<file path="config.mk">
export PLATFORM = sky130hd
export DESIGN_NAME = decimal_text_to_int128
export DESIGN_NICKNAME = d
export VERILOG_FILES = /design/src/sv/dtti_pkg.sv /design/src/sv/decimal_text_to_int128.sv /design/src/sv/dtti_front.sv /design/src/sv/dtti_queue.sv /design/src/sv/dtti_back.sv
export VERILOG_INCLUDE_DIRS = /design/src /design/src/sv
export SDC_FILE = /design/constraint.sdc
export NUM_CORES = 1
export LEC_CHECK = 0
export BUFFER_PORTS_ARGS = -buffer_cell sky130_fd_sc_hd__buf_2
export CAP_MARGIN = 15
export CORE_MARGIN = 2
export CORE_UTILIZATION = 50
export CTS_BUF_LIST = sky130_fd_sc_hd__clkbuf_16
export CTS_CLUSTER_DIAMETER = 100
export DETAILED_ROUTE_END_ITERATION = 8
export GPL_ROUTABILITY_DRIVEN = 1
export PLACE_DENSITY = 0.77
export SYNTH_ARGS = -nofsm -noshare
export SYNTH_HDL_FRONTEND = slang
export SYNTH_HIERARCHICAL = 1
export SYNTH_SLANG_ARGS = --single-unit
</file>
<file path="constraint.sdc">
create_clock -name clk -period 18.1 [get_ports clk]
set_input_delay 3.62 -clock clk [delete_from_list [all_inputs] [get_ports clk]]
set_output_delay 3.62 -clock clk [all_outputs]
set_load 0.01 [all_outputs]
</file>
<file path="src/sv/decimal_text_to_int128_defines.svh">
// Assertion macros shared by the decimal text to int128 block.
// No dependencies; the including module must have clk and rst in scope.
`ifndef DECIMAL_TEXT_TO_INT128_DEFINES_SVH
`define DECIMAL_TEXT_TO_INT128_DEFINES_SVH

// same-cycle implication, disabled during reset
`define DTTI_ASSERT_SAME(lbl, ante, cons, msg) \
  lbl: assert property (@(posedge clk) disable iff (rst) (ante) |-> (cons)) else $error(msg);

// next-cycle implication, disabled during reset
`define DTTI_ASSERT_NEXT(lbl, ante, cons, msg) \
  lbl: assert property (@(posedge clk) disable iff (rst) (ante) |=> (cons)) else $error(msg);

`endif

</file>
<file path="src/sv/dtti_pkg.sv">
// Shared types and constants for the decimal text to int128 block.
// No dependencies.
package dtti_pkg;

  // width of the accumulated signed value, 16 to 128
  localparam int VALUE_BITS  = 128;
  // width of the result as delivered on the ports
  localparam int RESULT_BITS = 128;
  localparam int HALF_BITS   = 64;
  // queue between front and back, power of two
  localparam int QUEUE_DEPTH = 2;
  localparam int QPTR_W      = $clog2(QUEUE_DEPTH);
  localparam int QCNT_W      = $clog2(QUEUE_DEPTH + 1);

  // no_digit_mode register codes
  localparam logic [1:0] MODE_SYNTAX = 2'd0;
  localparam logic [1:0] MODE_ZERO   = 2'd1;

  // character bytes
  localparam logic [7:0] CH_ZERO  = 8'h30;
  localparam logic [7:0] CH_NINE  = 8'h39;
  localparam logic [7:0] CH_MINUS = 8'h2d;
  localparam logic [7:0] CH_PLUS  = 8'h2b;
  localparam logic [7:0] CH_SPACE = 8'h20;
  localparam logic [7:0] CH_TAB   = 8'h09;
  localparam logic [7:0] CH_CR    = 8'h0d;

  typedef enum logic [2:0] {
    CLS_WS,
    CLS_DIGIT,
    CLS_MINUS,
    CLS_PLUS,
    CLS_OTHER,
    CLS_END
  } char_class_t;

  typedef struct packed {
    char_class_t cls;
    logic [3:0]  digit;
  } token_t;

  typedef enum logic [2:0] {
    PH_LEAD,
    PH_FIRST,
    PH_DIGITS,
    PH_TRAIL,
    PH_ZERO
  } phase_t;

  typedef enum logic [1:0] {
    ST_OK,
    ST_SYNTAX,
    ST_RANGE
  } status_t;

endpackage

</file>
<file path="src/sv/decimal_text_to_int128.sv">
// Decimal text to signed 128-bit integer, one character item per cycle.
// Input channel: in_valid/in_ready carry char_code and is_end; a string is a
// run of character items closed by one item with is_end high.
// Output channel: out_valid/out_ready carry value_high, value_low and status
// (0 ok, 1 invalid syntax, 2 out of range; value zero on any error).
// One result per terminator; character items give no result.
// Config: cfg_we/cfg_wdata write no_digit_mode; the user must do so only while
// idle, which the block itself leaves unchecked. Throughput: one item per cycle
// while results are taken; the front classifies a byte and writes a two-entry
// queue, the back runs the scan step and the x10 add. A terminator passes
// through the queue and then the result register before out_valid rises.
// Stall: the result register holds until taken; characters keep flowing
// behind a waiting terminator until the queue fills, then in_ready drops.
// Reset: synchronous rst empties the queue, drops out_valid, clears the scan
// state and sets no_digit_mode to 0. After each terminator the scan state
// clears and the next character starts a new string.
// Depends on dtti_pkg, dtti_front, dtti_queue, dtti_back and the defines header.
`include "decimal_text_to_int128_defines.svh"

module decimal_text_to_int128
  import dtti_pkg::*;
(
  input  logic                        clk,
  input  logic                        rst,
  input  logic                        cfg_we,
  input  logic [1:0]                  cfg_wdata,
  input  logic                        in_valid,
  output logic                        in_ready,
  input  logic [7:0]                  char_code,
  input  logic                        is_end,
  output logic                        out_valid,
  input  logic                        out_ready,
  output logic signed [HALF_BITS-1:0] value_high,
  output logic [HALF_BITS-1:0]        value_low,
  output logic [1:0]                  status
);

  logic   q_full;
  logic   push;
  token_t push_token;
  logic   pop;
  logic   head_valid;
  token_t head;

  // classify and push
  dtti_front u_front (
    .in_valid  (in_valid),
    .in_ready  (in_ready),
    .char_code (char_code),
    .is_end    (is_end),
    .q_full    (q_full),
    .push      (push),
    .token     (push_token)
  );

  // decoupling queue
  dtti_queue u_queue (
    .clk        (clk),
    .rst        (rst),
    .push       (push),
    .push_data  (push_token),
    .full       (q_full),
    .pop        (pop),
    .head_valid (head_valid),
    .head       (head)
  );

  // scan, accumulate, deliver
  dtti_back u_back (
    .clk        (clk),
    .rst        (rst),
    .cfg_we     (cfg_we),
    .cfg_wdata  (cfg_wdata),
    .head_valid (head_valid),
    .head       (head),
    .pop        (pop),
    .out_ready  (out_ready),
    .out_valid  (out_valid),
    .value_high (value_high),
    .value_low  (value_low),
    .status     (status)
  );

  // checks
  `DTTI_ASSERT_SAME(a_err_zero, out_valid && status != ST_OK, value_high == '0 && value_low == '0, "error result carries a nonzero value")
  `DTTI_ASSERT_NEXT(a_end_gives_result, pop && head.cls == CLS_END, out_valid, "terminator taken without a result")
  `DTTI_ASSERT_SAME(a_result_from_end, $rose(out_valid), $past(pop && head.cls == CLS_END), "result appeared without a terminator")

endmodule

</file>
<file path="src/sv/dtti_front.sv">
// Front end: input handshake and character classification.
// Depends on dtti_pkg; feeds dtti_queue.
module dtti_front
  import dtti_pkg::*;
(
  input  logic       in_valid,
  output logic       in_ready,
  input  logic [7:0] char_code,
  input  logic       is_end,
  input  logic       q_full,
  output logic       push,
  output token_t     token
);

  logic [7:0] diff;

  // accept whenever the queue has room
  assign in_ready = !q_full;
  assign push     = in_valid && !q_full;
  assign diff     = char_code - CH_ZERO;

  // classify the byte
  always_comb begin
    token.digit = diff[3:0];
    if (is_end) begin
      token.cls = CLS_END;
    end else if (char_code >= CH_ZERO && char_code <= CH_NINE) begin
      token.cls = CLS_DIGIT;
    end else if (char_code == CH_SPACE || (char_code >= CH_TAB && char_code <= CH_CR)) begin
      token.cls = CLS_WS;
    end else if (char_code == CH_MINUS) begin
      token.cls = CLS_MINUS;
    end else if (char_code == CH_PLUS) begin
      token.cls = CLS_PLUS;
    end else begin
      token.cls = CLS_OTHER;
    end
  end

endmodule

</file>
<file path="src/sv/dtti_queue.sv">
// Short token queue between front and back ends.
// Depends on dtti_pkg for token_t and the queue depth.
module dtti_queue
  import dtti_pkg::*;
(
  input  logic   clk,
  input  logic   rst,
  input  logic   push,
  input  token_t push_data,
  output logic   full,
  input  logic   pop,
  output logic   head_valid,
  output token_t head
);

  token_t              mem [QUEUE_DEPTH];
  logic [QPTR_W-1:0]   wr_ptr;
  logic [QPTR_W-1:0]   rd_ptr;
  logic [QCNT_W-1:0]   count;

  assign full       = count == QCNT_W'(QUEUE_DEPTH);
  assign head_valid = count != '0;
  assign head       = mem[rd_ptr];

  // storage
  always_ff @(posedge clk) begin
    if (push) begin
      mem[wr_ptr] <= push_data;
    end
  end

  // pointers and fill count
  always_ff @(posedge clk) begin
    if (rst) begin
      wr_ptr <= '0;
      rd_ptr <= '0;
      count  <= '0;
    end else begin
      if (push) begin
        wr_ptr <= wr_ptr + 1'b1;
      end
      if (pop) begin
        rd_ptr <= rd_ptr + 1'b1;
      end
      if (push && !pop) begin
        count <= count + 1'b1;
      end else if (pop && !push) begin
        count <= count - 1'b1;
      end
    end
  end

endmodule

</file>
<file path="src/sv/dtti_back.sv">
// Back end: scan state machine, decimal accumulator and result register.
// Depends on dtti_pkg; takes tokens from dtti_queue.
module dtti_back
  import dtti_pkg::*;
(
  input  logic                        clk,
  input  logic                        rst,
  input  logic                        cfg_we,
  input  logic [1:0]                  cfg_wdata,
  input  logic                        head_valid,
  input  token_t                      head,
  output logic                        pop,
  input  logic                        out_ready,
  output logic                        out_valid,
  output logic signed [HALF_BITS-1:0] value_high,
  output logic [HALF_BITS-1:0]        value_low,
  output logic [1:0]                  status
);

  localparam int ACC_W = VALUE_BITS + 4;
  localparam logic [ACC_W-1:0] LIMIT = ACC_W'(1) << (VALUE_BITS - 1);

  logic [1:0]                   mode;
  phase_t                       phase, phase_next;
  status_t                      err, err_next;
  logic                         minus, minus_next;
  logic [VALUE_BITS-1:0]        mag, mag_next;
  logic [ACC_W-1:0]             mag_ext;
  logic [ACC_W-1:0]             times_ten;
  logic                         tok_end, tok_ws, tok_dig;
  logic                         go_first, go_digits, go_trail;
  logic                         end_pop;
  logic signed [VALUE_BITS-1:0] val_s;
  logic [RESULT_BITS-1:0]       val_ext;
  status_t                      res_status;
  logic [RESULT_BITS-1:0]       res_value;

  assign tok_end = head.cls == CLS_END;
  assign tok_ws  = head.cls == CLS_WS;
  assign tok_dig = head.cls == CLS_DIGIT;

  // a terminator waits until the result register is free
  assign pop     = head_valid && (!tok_end || !out_valid || out_ready);
  assign end_pop = pop && tok_end;

  // magnitude * 10 + digit, shift and add
  assign mag_ext   = ACC_W'(mag);
  assign times_ten = (mag_ext << 3) + (mag_ext << 1) + ACC_W'(head.digit);

  // scan step for the token at the head
  always_comb begin
    phase_next = phase;
    err_next   = err;
    minus_next = minus;
    mag_next   = mag;
    go_first   = 1'b0;
    go_digits  = 1'b0;
    go_trail   = 1'b0;
    if (pop && err == ST_OK && phase != PH_ZERO) begin
      case (phase)
        PH_LEAD: begin
          if (head.cls == CLS_MINUS) begin
            minus_next = 1'b1;
            phase_next = PH_FIRST;
          end else if (head.cls == CLS_PLUS) begin
            phase_next = PH_FIRST;
          end else if (!tok_ws) begin
            go_first = 1'b1;
          end
        end
        PH_FIRST:  go_first = 1'b1;
        PH_DIGITS: begin
          if (tok_dig) begin
            go_digits = 1'b1;
          end else begin
            go_trail = 1'b1;
          end
        end
        PH_TRAIL:  go_trail = 1'b1;
        default:   ;
      endcase
      // first character after whitespace and sign
      if (go_first) begin
        if (tok_dig) begin
          go_digits = 1'b1;
        end else if (mode == MODE_SYNTAX) begin
          err_next = ST_SYNTAX;
        end else if (mode == MODE_ZERO) begin
          phase_next = PH_ZERO;
        end else begin
          go_trail = 1'b1;
        end
      end
      // accumulate with range check
      if (go_digits) begin
        phase_next = PH_DIGITS;
        if (times_ten > LIMIT) begin
          err_next = ST_RANGE;
        end else begin
          mag_next = times_ten[VALUE_BITS-1:0];
        end
      end
      // only whitespace may follow the digits
      if (go_trail) begin
        phase_next = PH_TRAIL;
        if (!(tok_ws || tok_end)) begin
          err_next = ST_SYNTAX;
        end
      end
    end
  end

  // final value and status on a terminator
  assign val_s   = minus ? -mag : mag;
  assign val_ext = RESULT_BITS'(val_s);

  always_comb begin
    res_status = err_next;
    res_value  = '0;
    if (err_next == ST_OK && phase_next != PH_ZERO) begin
      if (!minus && mag == LIMIT[VALUE_BITS-1:0]) begin
        res_status = ST_RANGE;
      end else begin
        res_value = val_ext;
      end
    end
  end

  // mode register
  always_ff @(posedge clk) begin
    if (rst) begin
      mode <= MODE_SYNTAX;
    end else if (cfg_we) begin
      mode <= cfg_wdata;
    end
  end

  // scan state, cleared after each terminator
  always_ff @(posedge clk) begin
    if (rst || end_pop) begin
      phase <= PH_LEAD;
      err   <= ST_OK;
      minus <= 1'b0;
      mag   <= '0;
    end else begin
      phase <= phase_next;
      err   <= err_next;
      minus <= minus_next;
      mag   <= mag_next;
    end
  end

  // result register
  always_ff @(posedge clk) begin
    if (rst) begin
      out_valid <= 1'b0;
    end else if (end_pop) begin
      out_valid <= 1'b1;
    end else if (out_ready) begin
      out_valid <= 1'b0;
    end
  end

  always_ff @(posedge clk) begin
    if (end_pop) begin
      value_high <= res_value[RESULT_BITS-1:HALF_BITS];
      value_low  <= res_value[HALF_BITS-1:0];
      status     <= res_status;
    end
  end

endmodule
</file>
## Yosys cells after proc, flatten, opt, wreduce, memory -nomap -nowiden

Memories as Yosys holds them, arrays and structs flattened. A register that Yosys moved wholly into a read port is not among the register bits.
Cells that the tools add are included.

| operators by class | value |
|---|---|
| order comparisons | 5 |
| mux-type cells | 51 |
| reductions and logical operators | 33 |
| bitwise gates (word level) | 2 |
| add/sub/neg operators | 8 |
| eq/ne operators | 15 |
| shifts and indexed selects | 0 |
| div/mod/pow operators | 0 |
| multipliers | 0 |

Operators by type and width:

| operator | number |
|---|---|
| 131-bit by 129-bit adder with 132-bit output | 1 |
| 132-bit by 4-bit adder with 132-bit output | 1 |
| 132-bit by 128-bit > comparator with 1-bit output (second input constant) | 1 |
| 128-bit == test (second input constant) | 1 |
| 128-bit 2-to-1 mux | 1 |
| 128-bit negation | 1 |
| 3-bit 2-to-1 mux | 15 |
| 8-bit by 6-bit == test with 1-bit output (second input constant) | 3 |
| 2-bit 2-to-1 mux | 12 |
| 1-bit 2-to-1 mux | 21 |
| 3-bit by 2-bit == test with 1-bit output (second input constant) | 4 |
| 1-bit logical AND | 11 |
| 8-bit by 4-bit >= comparator with 1-bit output (second input constant) | 1 |
| 8-bit by 6-bit >= comparator with 1-bit output (second input constant) | 1 |
| 8-bit by 4-bit less-or-equal comparator with 1-bit output (second input constant) | 1 |
| 8-bit by 6-bit less-or-equal comparator with 1-bit output (second input constant) | 1 |
| 3-bit by 1-bit == test with 1-bit output (second input constant) | 2 |
| 1-bit zero test | 6 |
| 2-bit zero test | 3 |
| 3-bit zero test | 2 |
| 3-bit inequality test (second input constant) | 2 |
| 3-bit AND reduction | 2 |
| 2-bit nonzero test | 3 |
| 1-bit logical OR | 5 |
| 10 further kinds | 13 |

| storage, ports and cells | value |
|---|---|
| latch bits | 0 |
| bits in read-only memories | 0 |
| word-level logic and storage cells | 127 |
| input bits | 16 |
| output and inout port bits | 132 |
| bits in writable memories | 14 |
| memories | 1 |
| flip-flop bits (word level) | 271 |

Memory list:

| memory | depth | bits a word | read ports | clocked after Yosys merged registers in | wr ports | line | RTL |
|---|---|---|---|---|---|---|---|
| u_queue.mem | 2 | 7 | 1 | 1 | 1 | dtti_queue.sv:16 | `token_t mem [QUEUE_DEPTH];` |

## Longest topological paths before layout

Gate-level depths: netlist of run 1.

| depth | value |
|---|---|
| depth after elaboration | 18 |
| mapped depth | 24 |
| gate-level depth less buffers | 20 |

## Cells and area by module

The synthesis of run 1 kept the hierarchy.

By module, submodules not included:

| module | cells each | area each (um^2) | seq. area each (um^2) | instances |
|---|---|---|---|---|
| dtti_back | 3029 | 24333.3 | 6646.4 | 1 |
| dtti_queue | 44 | 714.4 | 520.5 | 1 |
| dtti_front | 24 | 183.9 | 0.0 | 1 |

## Worst setup path before layout of run 1

OpenSTA, ideal clock, no wires.

| path | value |
|---|---|
| kind | in2reg |
| start | in out_ready |
| end | reg u_back.mag[38] |
| slack | 7.204 ns |
| setup time | 0.128 ns |
| data required time | 17.972 ns |
| arrival time | 10.769 ns |
| path buffers | 3 |
| stages | 8 |
| cell sequence | nand2b_1 o21ai_0 nor2_1 or2_2 clkbuf_1 clkbuf_1 buf_1 nor2_1 |

| between the ends | value |
|---|---|
| elaborated cells on any way between the ends | 7 |
| classes of those cells | reduce/logical: 7 |

RTL lines:

| what | line | RTL |
|---|---|---|
| start, declared | decimal_text_to_int128.sv:32 | `input logic out_ready,` |
| 1-bit logical OR | dtti_back.sv:43 | `assign pop = head_valid && (!tok_end \|\| !out_valid \|\| out_ready);` |
| 1-bit logical AND | dtti_back.sv:43 |  |
| 1-bit logical AND | dtti_back.sv:44 | `assign end_pop = pop && tok_end;` |
| via u_back.end_pop | dtti_back.sv:32 | `logic end_pop;` |
| 1-bit logical OR | dtti_back.sv:140 | `if (rst \|\| end_pop) begin` |
| end signal, assigned | dtti_back.sv:149 | `mag <= mag_next;` |
| end, declared | dtti_back.sv:27 | `logic [VALUE_BITS-1:0] mag, mag_next;` |

The timed path passes the listed nets, and every way through them passes these cells.
A chain may end at the register's enable or synchronous reset.

==> results of run 1 <==
where the power goes:
group          switching [uW]  total, uW  leakage [uW]  internal (uW)
Combinational             256        360       0.00943            104
Sequential               32.0        795       0.00249            763
Clock                     260        567      0.000461            308
Total                     548       1720        0.0124           1170
registers in the layout, summed over array words and instances (netlist names), named ones only:
register	cells
u_back/err	2
u_back/mag	128
u_back/minus	1
u_back/mode	2
u_back/out_valid	1
u_back/phase	3
u_back/status	2
u_back/value_high	64
u_back/value_low	64
u_queue/count	2
u_queue/mem	14
u_queue/rd_ptr	1
u_queue/wr_ptr	1
layer usage:
metal  part of all wire, %  global-route usage (%)  wire length, um
met1                    43                    49.3            38700
met5                     0                       0                0
met3                    13                    6.92            12000
met2                    40                    46.3            35400
met4                   3.8                    10.7             3390
Yosys cell counts, types with 12 or more instances:
cell and instances:
nand3_1 51, or4_1 20, buf_2 12, inv_1 47
clkbuf_1 127, a31oi_1 31, ha_1 257, and3_1 13
o21a_1 31, xnor2_1 90, nand2_1 251, o31ai_1 51
o21bai_1 15, mux2_2 25, nor2_1 479, mux2i_1 113
edfxtp_1 144, and2_1 22, nor3_1 67, nor4_1 35
xor2_1 157, nand2b_1 16, o41ai_1 18, nand4_1 97
a21oi_1 239, or2_2 25, o21ai_0 227, a21o_1 27
o211ai_1 15, or3_1 44, and4_1 12, dfxtp_1 142
a211oi_1 14
layout make-up:
type                       count  area (sq um)
antenna                        1          2.50
clock buffer                  31           776
clock inverter                21           105
fill                        4611         22700
inverter                      47           176
multi-input combinational   2607         17300
sequential                   286          7170
tap                          672           841
timing repair buffer         163           876
worst reg2reg max path, cell delays in order, from the launching register on:
cell and delay (ns):
dfxtp_1 0.50, mux2_2 0.21, inv_1 0.06, fa_1 0.60, inv_1 0.07, ha_1 0.21
a21oi_1 0.21, a21oi_1 0.14, o2111ai_1 0.61, nand3_1 0.43, xnor2_1 0.26, or3_1 0.45
or4_1 0.56, or4_1 0.59, nor4_1 0.57, nand4_1 0.18, nor4_1 0.35, nand4_1 0.25
a21bo_4 0.27, buf_4 0.43, buf_4 0.58, mux2_2 0.52, nor2_1 0.10
logic make-up (layout without fill, tap and decap cells):
kind of cell	Yosys count	in the layout	share of synthesized area [%]
AND/OR/NAND/NOR	1183	1183	22.2
AO/OA/AOI/OAI	779	779	19.1
XOR/XNOR	247	247	8.57
flip-flops	286	286	28.4
multiplexers	138	138	5.60
other	0	1	0
buffers and inverters	204	262	3.20
adder cells (fa/ha/maj)	260	260	12.9
worst paths after layout:
kind	start	endpoint	slack, ns
worst max register to register	flop	u_back/mag[12]	9.88
worst min-delay path	u_queue/count[1]	u_queue/count[1]	0.52
worst min register to register	u_queue/count[1]	u_queue/count[1]	0.52
worst max-delay path	flop	u_back/mag[12]	9.88
cell usage in the layout (no fill, tap or decap), types with 8 or more instances in the layout:
cell and count:
nor2b_1 10, mux2i_1 113, or4_1 20, nand4_1 97
a31oi_1 31, or3_1 44, and4_1 12, nor4_1 35
xnor2_1 90, buf_2 147, o41ai_1 18, inv_1 54
o21ai_0 227, buf_4 15, xor2_1 157, o31ai_1 51
o21bai_1 15, a211oi_1 14, a221oi_1 8, nand2_1 251
a21boi_0 11, edfxtp_1 144, ha_1 257, nand2b_1 16
and2_1 22, a21oi_1 239, a22oi_1 8, mux2_2 25
a221o_1 8, o211ai_1 15, a21o_1 27, nor2_1 478
nor3_1 67, nand3_1 51, o21a_1 31, clkbuf_16 31
dfxtp_1 141, and3_1 13, or2_2 24
stage by stage:
stage               utilization [%]  total power (uW)
floorplan                         -              1050
global placement               52.7              1140
detailed placement             52.7              1150
CTS                            54.4              1710
global route                   54.5              1780
finish                         54.5              1720
==> flow_metrics.tcl, run 1 <==
set metrics [dict create \
    outcome "finished, final reports clean" \
    ys_seq_area_share_pct 28.4 \
    hold_depth 2 \
    max_stage_delay_ns 0.61 \
    timing.fmax_ghz 0.122 \
    cts.clk_slew.worst_paths_ns 0.07 \
    post-route-period-util_pct 45.4 \
    synth_area_leaders "edfxtp_1, ha_1, dfxtp_1, nor2_1, xor2_1" \
    routedWlPerCell_um 23.4 \
    grt_start_max_net_pins 107 \
    synth.avg_cell_area_sq_um 8.15 \
    routed_wl_um 89500 \
    cap_violations 0 \
    start_util_pct 50.5 \
    ff2ff_path_depth 22 \
    final.setup.tns_ns 0 \
    port_buffers 147 \
    power.density_mw_per_mm2 63.3 \
    startpoint_type "flop" \
    syn2layout_area_growth_pct 7.89 \
    synth_edf_count 144 \
    layout_setup_ws_ns 9.88 \
    dp_slack_ns 10.37 \
    async_flop_share_pct 0 \
    cp.required_ns 18.59 \
    critPathBufInv 4 \
    crit_family "simple AND/OR/NAND/NOR gates" \
    antenna_found_initial 2 \
    post-synth-top-area-fraction_pct 17.1 \
    cts_buffers 28 \
    fin_nets 3408 \
    syn_inst 3097 \
    maxSlewViolCount 0 \
    cts_root_buf "clkbuf_16" \
    crit_fanout 69 \
    vdd_drop_max_uv 89.0 \
    rsz0062_at_grt "no" \
    cpMaxStageDelayCell "o2111ai_1" \
    drc 0 \
    grt-ovfl-total 0 \
    fin_skew_ns 0.0273 \
    hold_buffers 0 \
    die_w_um 229 \
    cts_setup_buffers 0 \
    final_cells 3828 \
    design_area_sq_mm 0.0272 \
    finalCriticalPeriod_ns 8.22 \
    yosysTopAreaCell "edfxtp_1" \
    power_leakage_uw 0.0124 \
    cp_data_arrival_time_ns 8.70 \
    routed_via_density 6.59 \
    final_layout_size_suffix_gt1_share_pct 8.94 \
    path_depth 22 \
    die_h_um 229 \
    synthesis.area_sq_mm 0.0252 \
    synth_ff_type "edfxtp_1" \
    hold_viol_final 0 \
    worst_slew_pin_slew_ns 1.24 \
    die-area_sq_mm 0.0523 \
    ant_nets 0 \
    synth_cell_types 85 \
    insertion_delay_ns 0.57 \
    path_cells "mux2_2 -> inv_1 -> fa_1 -> inv_1 -> ha_1 -> a21oi_1 -> a21oi_1 -> o2111ai_1 -> nand3_1 -> xnor2_1 -> or3_1 -> or4_1 -> or4_1 -> nor4_1 -> nand4_1 -> nor4_1 -> nand4_1 -> a21bo_4 -> buf_4 -> buf_4 -> mux2_2 -> nor2_1" \
    cts_tree "yes" \
    dpl_cell_area_sq_mm 0.0263 \
    cts.repair.resized 0 \
    num_io_pins 148 \
    syn_nets 3372 \
    h-tree-depth 1 \
    synth_warnings 6 \
    cts.sinks 286 \
    grt_pass1_vias 22700 \
    gp_congestion 1.09 \
    dpl.hpwl_um 72600 \
    first_iter_violations 3283 \
    grt_util_all_layers_pct 32.8 \
    maxSlewHeadroom_pct 14.9 \
    num_vias 25200 \
    grt_first_pass_wirelength_um 135000 \
    design.core.area_sq_mm 0.0500 \
    whs_ns 0.516 \
    row_count 82 \
    setup_viol 0 \
    endpoint_kind "flop" \
    drtPass1Iterations 8 \
    dp.cells 3774 \
    critPathKind "flop to flop" \
    hold_path_class "flop to flop" \
    clockBufferDepth 3 \
    ys_ff_latch 286 \
]
Power figures use the tool's default switching activity.
==> inputs of run 2 (changes only) <==
--- a/config.mk
+++ b/config.mk
@@ -6,6 +6,7 @@
 export SDC_FILE = /design/constraint.sdc
 export NUM_CORES = 1
 export LEC_CHECK = 0
+export ABC_AREA = 1
 export BUFFER_PORTS_ARGS = -buffer_cell sky130_fd_sc_hd__buf_2
 export CAP_MARGIN = 15
 export CORE_MARGIN = 2
@@ -14,7 +15,7 @@
 export CTS_CLUSTER_DIAMETER = 100
 export DETAILED_ROUTE_END_ITERATION = 8
 export GPL_ROUTABILITY_DRIVEN = 1
-export PLACE_DENSITY = 0.77
+export PLACE_DENSITY = 0.79
 export SYNTH_ARGS = -nofsm -noshare
 export SYNTH_HDL_FRONTEND = slang
 export SYNTH_HIERARCHICAL = 1
==> constraint.sdc (replaced) <==
create_clock -name clk -period 7.3 [get_ports clk]
set_input_delay 1.46 -clock clk [delete_from_list [all_inputs] [get_ports clk]]
set_output_delay 1.46 -clock clk [all_outputs]
set_load 0.01 [all_outputs]
==> flow_metrics.tcl, run 2 <==
set metrics [dict create \
    dp.cells 6033 \
    synth.avg_cell_area_sq_um 6.13 \
    cts_setup_buffers 0 \
    async_flop_share_pct 0 \
    clockBufferDepth 3 \
    synth_cell_types 55 \
    switching_share_pct 46.6 \
    critPathMostFrequentCell "nand2_1" \
    synthesis.area_sq_mm 0.0313 \
    hp-start "u_queue/count[0]" \
    cts.sinks 286 \
    outcome "finished, final reports clean" \
    drc 0 \
    fin_util_pct 54.6 \
    ys_ff_latch 286 \
    maxSlewViolCount 0 \
    fin_skew_ns 0.0441 \
    rsz0062_at_grt "no" \
    start_util_pct 50.7 \
    maxSlewHeadroom_pct 30.5 \
    synth_area_leaders "nand2_1, edfxtp_1, inv_1, ha_1, dfxtp_1" \
    cp.required_ns 7.78 \
    synth_warnings 6 \
    setup_viol 0 \
    post-synth-top-area-fraction_pct 20.3 \
    combPwrFrac_pct 45.6 \
    first_iter_violations 4104 \
    hold_viol_final 0 \
    p_sw_uw 3150 \
    worst_slew_pin_slew_ns 1.03 \
    timing.fmax_ghz 0.152 \
    yosysTopAreaCell "nand2_1" \
    cts_root_buf "clkbuf_16" \
    grt_start_max_net_pins 89 \
    p_clk_share_pct 22.6 \
    layout_commonest_cell "nand2_1" \
    whs_ns 0.510 \
    finalCriticalPeriod_ns 6.59 \
    num_io_pins 148 \
    syn_nets 5378 \
    die_w_um 254 \
    final_layout_size_suffix_gt1_share_pct 9.14 \
    rrSetupSlack_ns 0.71 \
    final.setup.tns_ns 0 \
    endpoint_kind "flop" \
    critPathKind "flop to flop" \
    cts_buffers 30 \
    routed_via_density 5.45 \
    final_cell_mix "nand2_1, inv_1, nor2_1, ha_1, a21oi_1" \
    insertion_delay_ns 0.61 \
    power.density_mw_per_mm2 201 \
    grt_pass1_vias 29700 \
    die_h_um 254 \
    startpoint_type "flop" \
    cts_tree "yes" \
    die-area_sq_mm 0.0645 \
    design.core.area_sq_mm 0.0617 \
    ys_seq_area_share_pct 22.9 \
    hold_path_class "flop to flop" \
    yosysMostFrequentCell "nand2_1" \
    fin_nets 5504 \
    ant_nets 0 \
    hold_buffers 0 \
    vdd_drop_max_uv 467 \
    power_frac_seq_pct 31.8 \
    syn_inst 5103 \
    max_stage_delay_ns 0.50 \
    h-tree-depth 1 \
    grt_util_all_layers_pct 40.7 \
    row_count 91 \
    gp_congestion 1.12 \
    drtPass1Iterations 6 \
    synth_edf_count 144 \
    post-route-period-util_pct 90.2 \
    crit_fanout 47 \
    largest_register_ffs 128 \
    antenna_found_initial 1 \
    reg.largest.list "u_back/mag x128, u_back/value_high x64, u_back/value_low x64" \
    power_leakage_uw 0.0188 \
    final_cells 6090 \
    syn2layout_area_growth_pct 7.79 \
    dpl.hpwl_um 115000 \
    routedWlPerCell_um 21.8 \
    max_flop_register "u_back/mag" \
    cts.clk_slew.worst_paths_ns 0.07 \
    routed_wl_um 133000 \
    grt_first_pass_wirelength_um 191000 \
    synth_ff_type "edfxtp_1" \
    port_buffers 147 \
    num_vias 33200 \
    yosys-top-cells-count "nand2_1, inv_1, nor2_1, ha_1, a21oi_1" \
    cpMaxStageDelayCell "dfxtp_1" \
    cap_violations 0 \
    power.total_uw 6770 \
    cts.repair.resized 0 \
    p_int_uw 3610 \
    grt-ovfl-total 0 \
    cp_data_arrival_time_ns 7.06 \
]
-- run 2: layout make-up --
| type | instances | area, sq um |
|---|---|---|
| Inverter | 1065 | 4000 |
| Sequential cell | 286 | 7170 |
| Timing Repair Buffer | 166 | 926 |
| Clock inverter | 25 | 206 |
| Fill cell | 6493 | 28000 |
| Clock buffer | 30 | 751 |
| Multi-Input combinational cell | 3680 | 19600 |
| Tap cell | 837 | 1050 |
| Antenna cell | 1 | 2.50 |
-- run 2: kinds of logic after synthesis --
family / Yosys count / share of synthesized area [%]
muxes: 7 / 0.252
buffers and inverters: 1137 / 14.4
adders and majority gates: 259 / 10.4
AOI/OAI and AO/OA: 461 / 7.74
xor gates and xnor gates: 177 / 4.96
and+or+nand+nor: 2776 / 39.3
DFF: 286 / 22.9
-- run 2: metrics by stage --
step | worst slack (ns) | area, sq um
finish | 0.715 | 33700
global route | 0.598 | 33700
CTS | 0.983 | 33700
detailed placement | 1.05 | 32700
global placement | 1.04 | 32700
floorplan | 0.857 | 31300
-- run 2: worst max-delay path, delay by kind of cell (launching register included) --
family | cells | cell delay, ns
mux | 1 | 0.39
buf+inv | 4 | 0.91
compound gates | 2 | 0.55
simple gates | 20 | 3.34
fa+ha+maj | 2 | 0.73
flops | 1 | 0.50
-- run 2: final timing paths --
path	end	depth (start not counted)
worst min register to register	u_queue/count[0]	1
worst max-delay path	u_back/mag[68]	29
worst min-delay path	u_queue/count[0]	1
worst max register to register	u_back/mag[68]	29
-- run 2: power by group through the flow --
stage	Sequential (uW)	Combinational [uW]	Clock, uW
6_report	2150	3090	1530
2_1_floorplan	2190	2340	0
5_1_grt	2170	3320	1590
4_1_cts	2140	3020	1540
3_5_place_dp	2170	3010	0
3_3_place_gp	2170	2990	0
-- run 2: layer usage --
metal | vias to the layer above | part of all wire (%) | global-route usage [%]
met2 | 1772 | 37 | 53.8
li1 | 16000 | - | -
met5 | - | 0 | 0
met3 | 178 | 13 | 10.5
met1 | 15200 | 46 | 62.9
met4 | 0 | 3.2 | 11.9
